**config.mk**
```make
export PLATFORM = sky130hd
export DESIGN_NAME = lru_key_value_cache_core
export DESIGN_NICKNAME = d
export VERILOG_FILES = /design/src/sv/lkv_pkg.sv /design/src/sv/lkv_probe.sv /design/src/sv/lru_key_value_cache_core.sv
export SDC_FILE = /design/constraint.sdc
export NUM_CORES = 1
export LEC_CHECK = 0
export BUFFER_PORTS_ARGS = -buffer_cell sky130_fd_sc_hd__buf_2
export CORE_MARGIN = 2
export CORE_UTILIZATION = 30
export CTS_CLUSTER_SIZE = 14
export DETAILED_ROUTE_END_ITERATION = 10
export PLACE_DENSITY = 0.42
export SLEW_MARGIN = 20
export SYNTH_ARGS = -nofsm -noshare
export SYNTH_HDL_FRONTEND = slang
export SYNTH_SLANG_ARGS = --single-unit
```
**constraint.sdc**
```tcl
create_clock -name i_clk -period 10.9 [get_ports i_clk]
set_input_delay 1.635 -clock i_clk [delete_from_list [all_inputs] [get_ports i_clk]]
set_output_delay 1.635 -clock i_clk [all_outputs]
set_load 0.01 [all_outputs]
```
**src/sv/lkv_pkg.sv**
```systemverilog
`default_nettype none
// ----------------------------------------------------------------------------
// lkv_pkg
// Types and constants shared by the LRU key/value cache modules.
// ----------------------------------------------------------------------------
package lkv_pkg;

    localparam int ENTRIES = 16;
    localparam int IDX_W   = (ENTRIES > 1) ? $clog2(ENTRIES) : 1;
    localparam int CNT_W   = $clog2(ENTRIES + 1);
    localparam int DATA_W  = 32;
    localparam int CFG_W   = 5;

    localparam logic [CFG_W-1:0] CAP_RESET = CFG_W'(16);

    localparam logic REQ_GET = 1'b0;
    localparam logic REQ_PUT = 1'b1;

    typedef struct packed {
        logic                     req_type;
        logic signed [DATA_W-1:0] lookup_key;
        logic signed [DATA_W-1:0] store_value;
    } t_in_item;

    typedef struct packed {
        logic                     found;
        logic signed [DATA_W-1:0] read_value;
        logic                     evicted;
    } t_out_item;

    // Flags produced by the shared entry probe for one entry.
    typedef struct packed {
        logic hit;
        logic oldest;
        logic free;
    } t_probe;

    typedef enum logic [1:0] {
        ST_IDLE,
        ST_SCAN,
        ST_COMMIT
    } t_state;

endpackage
`default_nettype wire

```
**src/sv/lkv_probe.sv**
```systemverilog
`default_nettype none
// ----------------------------------------------------------------------------
// lkv_probe
// Shared compare unit: classifies one entry against the request key.
// ----------------------------------------------------------------------------
module lkv_probe (
    input  var logic [lkv_pkg::DATA_W-1:0] i_entry_key,
    input  var logic                       i_entry_valid,
    input  var logic [lkv_pkg::IDX_W-1:0]  i_entry_rank,
    input  var logic [lkv_pkg::DATA_W-1:0] i_req_key,
    input  var logic [lkv_pkg::IDX_W-1:0]  i_oldest_rank,
    output lkv_pkg::t_probe                o_probe
);

    always_comb begin
        o_probe.hit    = i_entry_valid && (i_entry_key == i_req_key);
        o_probe.oldest = i_entry_valid && (i_entry_rank == i_oldest_rank);
        o_probe.free   = !i_entry_valid;
    end

endmodule
`default_nettype wire

```
**src/sv/lru_key_value_cache_core.sv**
```systemverilog
`default_nettype none
// ----------------------------------------------------------------------------
// lru_key_value_cache_core
// Fully associative key/value cache with least-recently-used replacement.
// ----------------------------------------------------------------------------
//  channel   handshake                  payload
//  -------   -------------------------  ---------------------------------
//  in        i_in_valid / o_in_stall    i_in_item  (req_type, key, value)
//  out       o_out_valid / i_out_stall  o_out_item (found, value, evicted)
//  config    i_cfg_we                   i_cfg_data (capacity_in_use)
//
// An item passes through accept, a probe walk over every entry in turn through
// the single compare unit, and commit; a new item is accepted only in idle.
// Reset clears all valid bits and the fill count, and sets capacity to 16.
// A result sits in the output register until taken; the commit step waits
// while an earlier result is still stalled there.
// ----------------------------------------------------------------------------
module lru_key_value_cache_core (
    input  var logic                          i_clk,
    input  var logic                          i_rst_n,
    input  var logic                          i_in_valid,
    output var logic                          o_in_stall,
    input  var lkv_pkg::t_in_item             i_in_item,
    output var logic                          o_out_valid,
    input  var logic                          i_out_stall,
    output lkv_pkg::t_out_item                o_out_item,
    input  var logic                          i_cfg_we,
    input  var logic [lkv_pkg::CFG_W-1:0]     i_cfg_data
);

    localparam int N  = lkv_pkg::ENTRIES;
    localparam int IW = lkv_pkg::IDX_W;
    localparam int CW = lkv_pkg::CNT_W;
    localparam int DW = lkv_pkg::DATA_W;

    // Entry storage. Ranks and valid bits update in parallel at commit.
    logic [DW-1:0] r_keys   [N];
    logic [DW-1:0] r_values [N];
    logic [IW-1:0] r_ranks  [N];
    logic [N-1:0]  r_valid;
    logic [CW-1:0] r_fill;
    logic [lkv_pkg::CFG_W-1:0] r_cap;

    lkv_pkg::t_state r_state, n_state;

    // Captured request and scan results.
    lkv_pkg::t_in_item r_req;
    logic [IW-1:0] r_idx;
    logic          r_hit;
    logic [IW-1:0] r_hit_idx;
    logic          r_old_seen;
    logic [IW-1:0] r_old_idx;
    logic          r_free_seen;
    logic [IW-1:0] r_free_idx;

    logic               r_out_valid;
    lkv_pkg::t_out_item r_out;

    logic            accept;
    logic            commit;
    logic            scan_last;
    logic [CW-1:0]   eff_cap;
    logic            need_evict;
    logic [IW-1:0]   put_slot;
    lkv_pkg::t_probe probe;

    // Least recent valid entry carries rank fill-1.
    lkv_probe u_probe (
        .i_entry_key   (r_keys[r_idx]),
        .i_entry_valid (r_valid[r_idx]),
        .i_entry_rank  (r_ranks[r_idx]),
        .i_req_key     (r_req.lookup_key),
        .i_oldest_rank (IW'(r_fill - CW'(1))),
        .o_probe       (probe)
    );

    // Clamp capacity to 1..ENTRIES.
    always_comb begin
        if (r_cap == '0) begin
            eff_cap = CW'(1);
        end else if (int'(r_cap) > N) begin
            eff_cap = CW'(N);
        end else begin
            eff_cap = CW'(r_cap);
        end
    end

    assign scan_last  = (r_idx == IW'(N - 1));
    assign need_evict = (r_fill >= eff_cap);
    assign put_slot   = need_evict ? r_old_idx : r_free_idx;

    // Next state.
    always_comb begin
        n_state = r_state;
        case (r_state)
            lkv_pkg::ST_IDLE: begin
                if (i_in_valid) n_state = lkv_pkg::ST_SCAN;
            end
            lkv_pkg::ST_SCAN: begin
                if (scan_last) n_state = lkv_pkg::ST_COMMIT;
            end
            lkv_pkg::ST_COMMIT: begin
                if (!r_out_valid || !i_out_stall) n_state = lkv_pkg::ST_IDLE;
            end
            default: n_state = lkv_pkg::ST_IDLE;
        endcase
    end

    // Control outputs.
    always_comb begin
        o_in_stall = 1'b1;
        commit     = 1'b0;
        case (r_state)
            lkv_pkg::ST_IDLE:   o_in_stall = 1'b0;
            lkv_pkg::ST_SCAN:   o_in_stall = 1'b1;
            lkv_pkg::ST_COMMIT: commit     = !r_out_valid || !i_out_stall;
            default:            o_in_stall = 1'b1;
        endcase
    end

    assign accept = i_in_valid && !o_in_stall;

    always_ff @(posedge i_clk) begin
        if (!i_rst_n) begin
            r_state <= lkv_pkg::ST_IDLE;
        end else begin
            r_state <= n_state;
        end
    end

    // Configuration register.
    always_ff @(posedge i_clk) begin
        if (!i_rst_n) begin
            r_cap <= lkv_pkg::CAP_RESET;
        end else if (i_cfg_we) begin
            r_cap <= i_cfg_data;
        end
    end

    // Capture the request and walk the entries through the probe.
    always_ff @(posedge i_clk) begin
        if (accept) begin
            r_req       <= i_in_item;
            r_idx       <= '0;
            r_hit       <= 1'b0;
            r_hit_idx   <= '0;
            r_old_seen  <= 1'b0;
            r_old_idx   <= '0;
            r_free_seen <= 1'b0;
            r_free_idx  <= '0;
        end else if (r_state == lkv_pkg::ST_SCAN) begin
            if (!scan_last) r_idx <= r_idx + IW'(1);
            if (probe.hit && !r_hit) begin
                r_hit     <= 1'b1;
                r_hit_idx <= r_idx;
            end
            if (probe.oldest && !r_old_seen) begin
                r_old_seen <= 1'b1;
                r_old_idx  <= r_idx;
            end
            // Keep the lowest free index.
            if (probe.free && !r_free_seen) begin
                r_free_seen <= 1'b1;
                r_free_idx  <= r_idx;
            end
        end
    end

    // Commit: update entries and ranks, fill count and valid bits.
    always_ff @(posedge i_clk) begin
        if (!i_rst_n) begin
            r_valid <= '0;
            r_fill  <= '0;
        end else if (commit) begin
            if (r_hit) begin
                // Age entries younger than the hit one; hit becomes most recent.
                for (int i = 0; i < N; i++) begin
                    if (r_valid[i] && (r_ranks[i] < r_ranks[r_hit_idx])) begin
                        r_ranks[i] <= r_ranks[i] + IW'(1);
                    end
                end
                r_ranks[r_hit_idx] <= '0;
                if (r_req.req_type == lkv_pkg::REQ_PUT) begin
                    r_values[r_hit_idx] <= r_req.store_value;
                end
            end else if (r_req.req_type == lkv_pkg::REQ_PUT) begin
                // Miss: age every other valid entry, reuse the oldest if full, insert.
                for (int i = 0; i < N; i++) begin
                    if (r_valid[i] && (IW'(i) != put_slot)) begin
                        r_ranks[i] <= r_ranks[i] + IW'(1);
                    end
                end
                r_ranks[put_slot]  <= '0;
                r_keys[put_slot]   <= r_req.lookup_key;
                r_values[put_slot] <= r_req.store_value;
                r_valid[put_slot]  <= 1'b1;
                if (!need_evict) r_fill <= r_fill + CW'(1);
            end
        end
    end

    // Output register.
    always_ff @(posedge i_clk) begin
        if (!i_rst_n) begin
            r_out_valid <= 1'b0;
        end else if (commit) begin
            r_out_valid <= 1'b1;
        end else if (!i_out_stall) begin
            r_out_valid <= 1'b0;
        end
    end

    always_ff @(posedge i_clk) begin
        if (commit) begin
            r_out.found <= r_hit;
            if (r_req.req_type == lkv_pkg::REQ_GET) begin
                r_out.read_value <= r_hit ? r_values[r_hit_idx] : '1;
                r_out.evicted    <= 1'b0;
            end else begin
                r_out.read_value <= '0;
                r_out.evicted    <= !r_hit && need_evict;
            end
        end
    end

    assign o_out_valid = r_out_valid;
    assign o_out_item  = r_out;

endmodule
`default_nettype wire
```
==> impl_results.md <==
- First-pass GRT wire length: 194 mm
- RePlAce Congestion: 0.796
- Clock sinks: 1,243
- Asr flop ratio synth: 0%
- Post-Synth XOR/XNOR Area: 1.58%
- Total of max-cap violations: 0
- Cells after Synth: 2,668
- Critical-path top delay cell: a21o_1
- Yosys top cell by area: edfxtp_1
- Top Usage Layer GRT: met2
- Max IR drop VDD: 0.147 mV
- Post-Synth Simple-Gate Area: 4.67%
- Routed Antenna Nets: 0
- Routed WL per cell: 25.7 um
- Worst hold path type: flip-flop to flip-flop
- Final TNS setup: 0 ns
- Synthesized Nets: 2,815
- Starting DRT DRC Count: 1,935
- Post-synth cell types: 59
- Status: complete, no violations
- Share of layout cells above drive strength 1: 25.1%
- WP data arrival: 5.51 ns
- Final hold slack: 0.447 ns
- Resized cells post-CTS: 0
- CP peak stage delay: 0.75 ns
- Initial Util: 30.2%
- Power density cells: 179 mW/mm2
- Vias in the first global route: 27,533
- Drt total wl: 133 mm
- Final std cells w/o fill: 5,173
- GRT Util Overall: 15.6%
- Leak pwr: 18.4 nW
- Synth area leaders: edfxtp_1 67%, mux4_2 14%, dfxtp_1 4.8%
- CTS root buffer: clkbuf_16
- Clock skew: 0.0247 ns
- Post-synth top area share: 66.9%
- Die area: 0.171 mm2
- Row cnt: 150
- Fin nets: 3,002
- TritonCTS clock tree: yes
- Fmax: 0.198 GHz
- #FFs+latches synth: 1,243
- Post-synthesis sequential area ratio: 71.7%
- Synth Area in Compound Gates: 2.70%
- Delay-heaviest family, CP: compound AO/OA/AOI/OAI gates
- Max_slew headroom: 28.5%
- Max Slew Vio Count: 0
- Final period util: 46.4%
- Critical path's most frequent cell: a21o_1
- Dpl hpwl: 77.2 mm
- Vias per cell: 5.03
- Crit path launch type: flip-flop
- Setup Fix Bufs, Post-CTS: 0
- Post-synth EDFFs: 1,123
- CP Class: flip-flop to flip-flop
- Synthesized area per cell: 18.9 um2
- TritonCTS Buffers: 144
- # port buffers: 110
- Crit path time final: 5.05 ns
- Cts hold-fix bufs: 0
- Final setup viols: 0
- GRT Residual Overflow: 0
- Met2 usage: 25.6%
- Worst path required time: 11.36 ns
- M3 GR Usage: 2.71%
- Placed Cells: 4,913
- Grt met1 use: 21.4%
- # DRC: 0
- Initial antenna violation count: 6
- Crit-path cells: nor3_1, nor2_1, nor2_1, ha_1, nand2b_1, a21o_1, a21o_1, a21o_1, a21o_1, nand2_1, a31oi_1, nand2_1, nor2_4, buf_16
- Bufs and invs on worst path: 1
- Synth Cell Area: 0.0504 mm2
- CTS max path bufs: 3
- H-tree Lvls: 4
- Layout area overhead: 16.4%
- Synth Area in Adders: 1.79%
- Die Span X: 414 um
- Most used flip-flop cell after synthesis: edfxtp_1
- Clk_lat worst skew: 0.77 ns
- Largest net degree at the start of global routing: 95
- Unrepaired setup endpoints after global routing: false
- Crit path capture type: flip-flop
- Mux cell area share after synthesis: 16.3%
- Total number of yosys warnings: 0
- Worst slew pin tran: 1.07 ns
- Clock transition at path regs: 0.05 ns
- Pre-antenna DRT Iters: 6
- Die H: 414 um
- Crit path max fanout: 25
- Hold violation total from the final report: 0
- IO Pins: 111
- Core area: 0.167 mm2
- Largest family of logic cells by synthesized area: multiplexers
- Via count: 26,045
Yosys cell counts (all sizes together), types with 38 or more instances:
cell type  number
a211oi         38
buf            57
clkbuf         72
dfxtp         120
edfxtp       1123
ha             72
mux2i          98
mux4          321
nand2          92
nor2          229
nor3           40
o21ai          38
xor2           58
worst paths after layout:
kind                                                   end                     from  depth (start not counted)  slack (ns)
worst min register to register     r_old_seen$_SDFFE_PP0P_  r_old_seen$_SDFFE_PP0P_                          2        0.45
worst max-delay path            r_values[15][24]$_DFFE_PP_    r_cap[2]$_SDFFE_PN0P_                         14        5.85
worst min-delay path               r_old_seen$_SDFFE_PP0P_  r_old_seen$_SDFFE_PP0P_                          2        0.45
worst max register to register  r_values[15][24]$_DFFE_PP_    r_cap[2]$_SDFFE_PN0P_                         14        5.85
per-stage QoR:
step	instance area, um2	power [mW]	setup slack (ns)	util [%]
3_5_place_dp	54100	5.91	5.22	32.4
3_3_place_gp	53800	5.90	5.08	32.2
4_1_cts	58700	10.7	5.89	35.1
2_1_floorplan	50400	5.74	3.94	-
5_1_grt	58700	10.9	5.49	35.1
6_report	58700	10.5	5.85	35.1
per-layer routing:
| layer | vias up | wire [um] |
|---|---|---|
| met1 | 14026 | 60400 |
| met4 | 2 | 2720 |
| met2 | 608 | 64200 |
| li1 | 11226 | - |
| met5 | - | 7 |
| met3 | 183 | 5400 |
cell families (layout without fill, tap and decap cells):
| logic type | after synthesis | after routing |
|---|---|---|
| AO/OA/AOI/OAI | 195 | 195 |
| XOR/XNOR | 91 | 91 |
| adder cells (fa/ha/maj) | 72 | 72 |
| buffers and inverters | 145 | 444 |
| flip-flops | 1243 | 1243 |
| multiplexers | 421 | 421 |
| other | 0 | 2 |
| AND/OR/NAND/NOR | 501 | 501 |
final cells by class:
cell class | count | area (um2)
diodes | 2 | 5.00
clock buffers | 192 | 3980
clock inverters | 66 | 633
fillers | 15659 | 108000
inverters | 16 | 60.1
multi-input cells | 1280 | 13900
flip-flops and latches | 1243 | 36200
well taps | 2204 | 2760
repair buffers | 170 | 1190
cells in the final DEF (no fill, tap or decap), drive strengths merged, types with 12 or more instances in the layout:
master	n
mux2i	98
nand4b	19
dfxtp	120
nand2b	31
mux4	321
xor2	58
xnor2	33
nand2	92
edfxtp	1123
nand3	22
nor2	229
clkbuf	192
ha	72
inv	25
a211oi	38
a31oi	22
clkinv	46
a21o	29
buf	170
o2111ai	17
a21oi	12
nor3	40
nor2b	19
o21ai	38
power by group:
group          internal (mW)  total [mW]  switching, mW
Clock                   2.78        4.71           1.92
Sequential              5.23        5.33          0.108
Combinational          0.221       0.462          0.241
sequential cells by signal (all words and copies together), names as in the netlist, 5 cells and up, named ones only:
name / flops
r_keys: 512
r_cap: 5
r_values: 512
r_valid: 16
r_ranks: 64
o_out_item: 34
r_req: 65
r_fill: 5
tightest hold or removal path, stage by stage (launching register included):
cell and delay [ns]:
dfxtp_1 0.31, inv_1 0.05, a21oi_1 0.05
(Power assumes the default switching activity.)
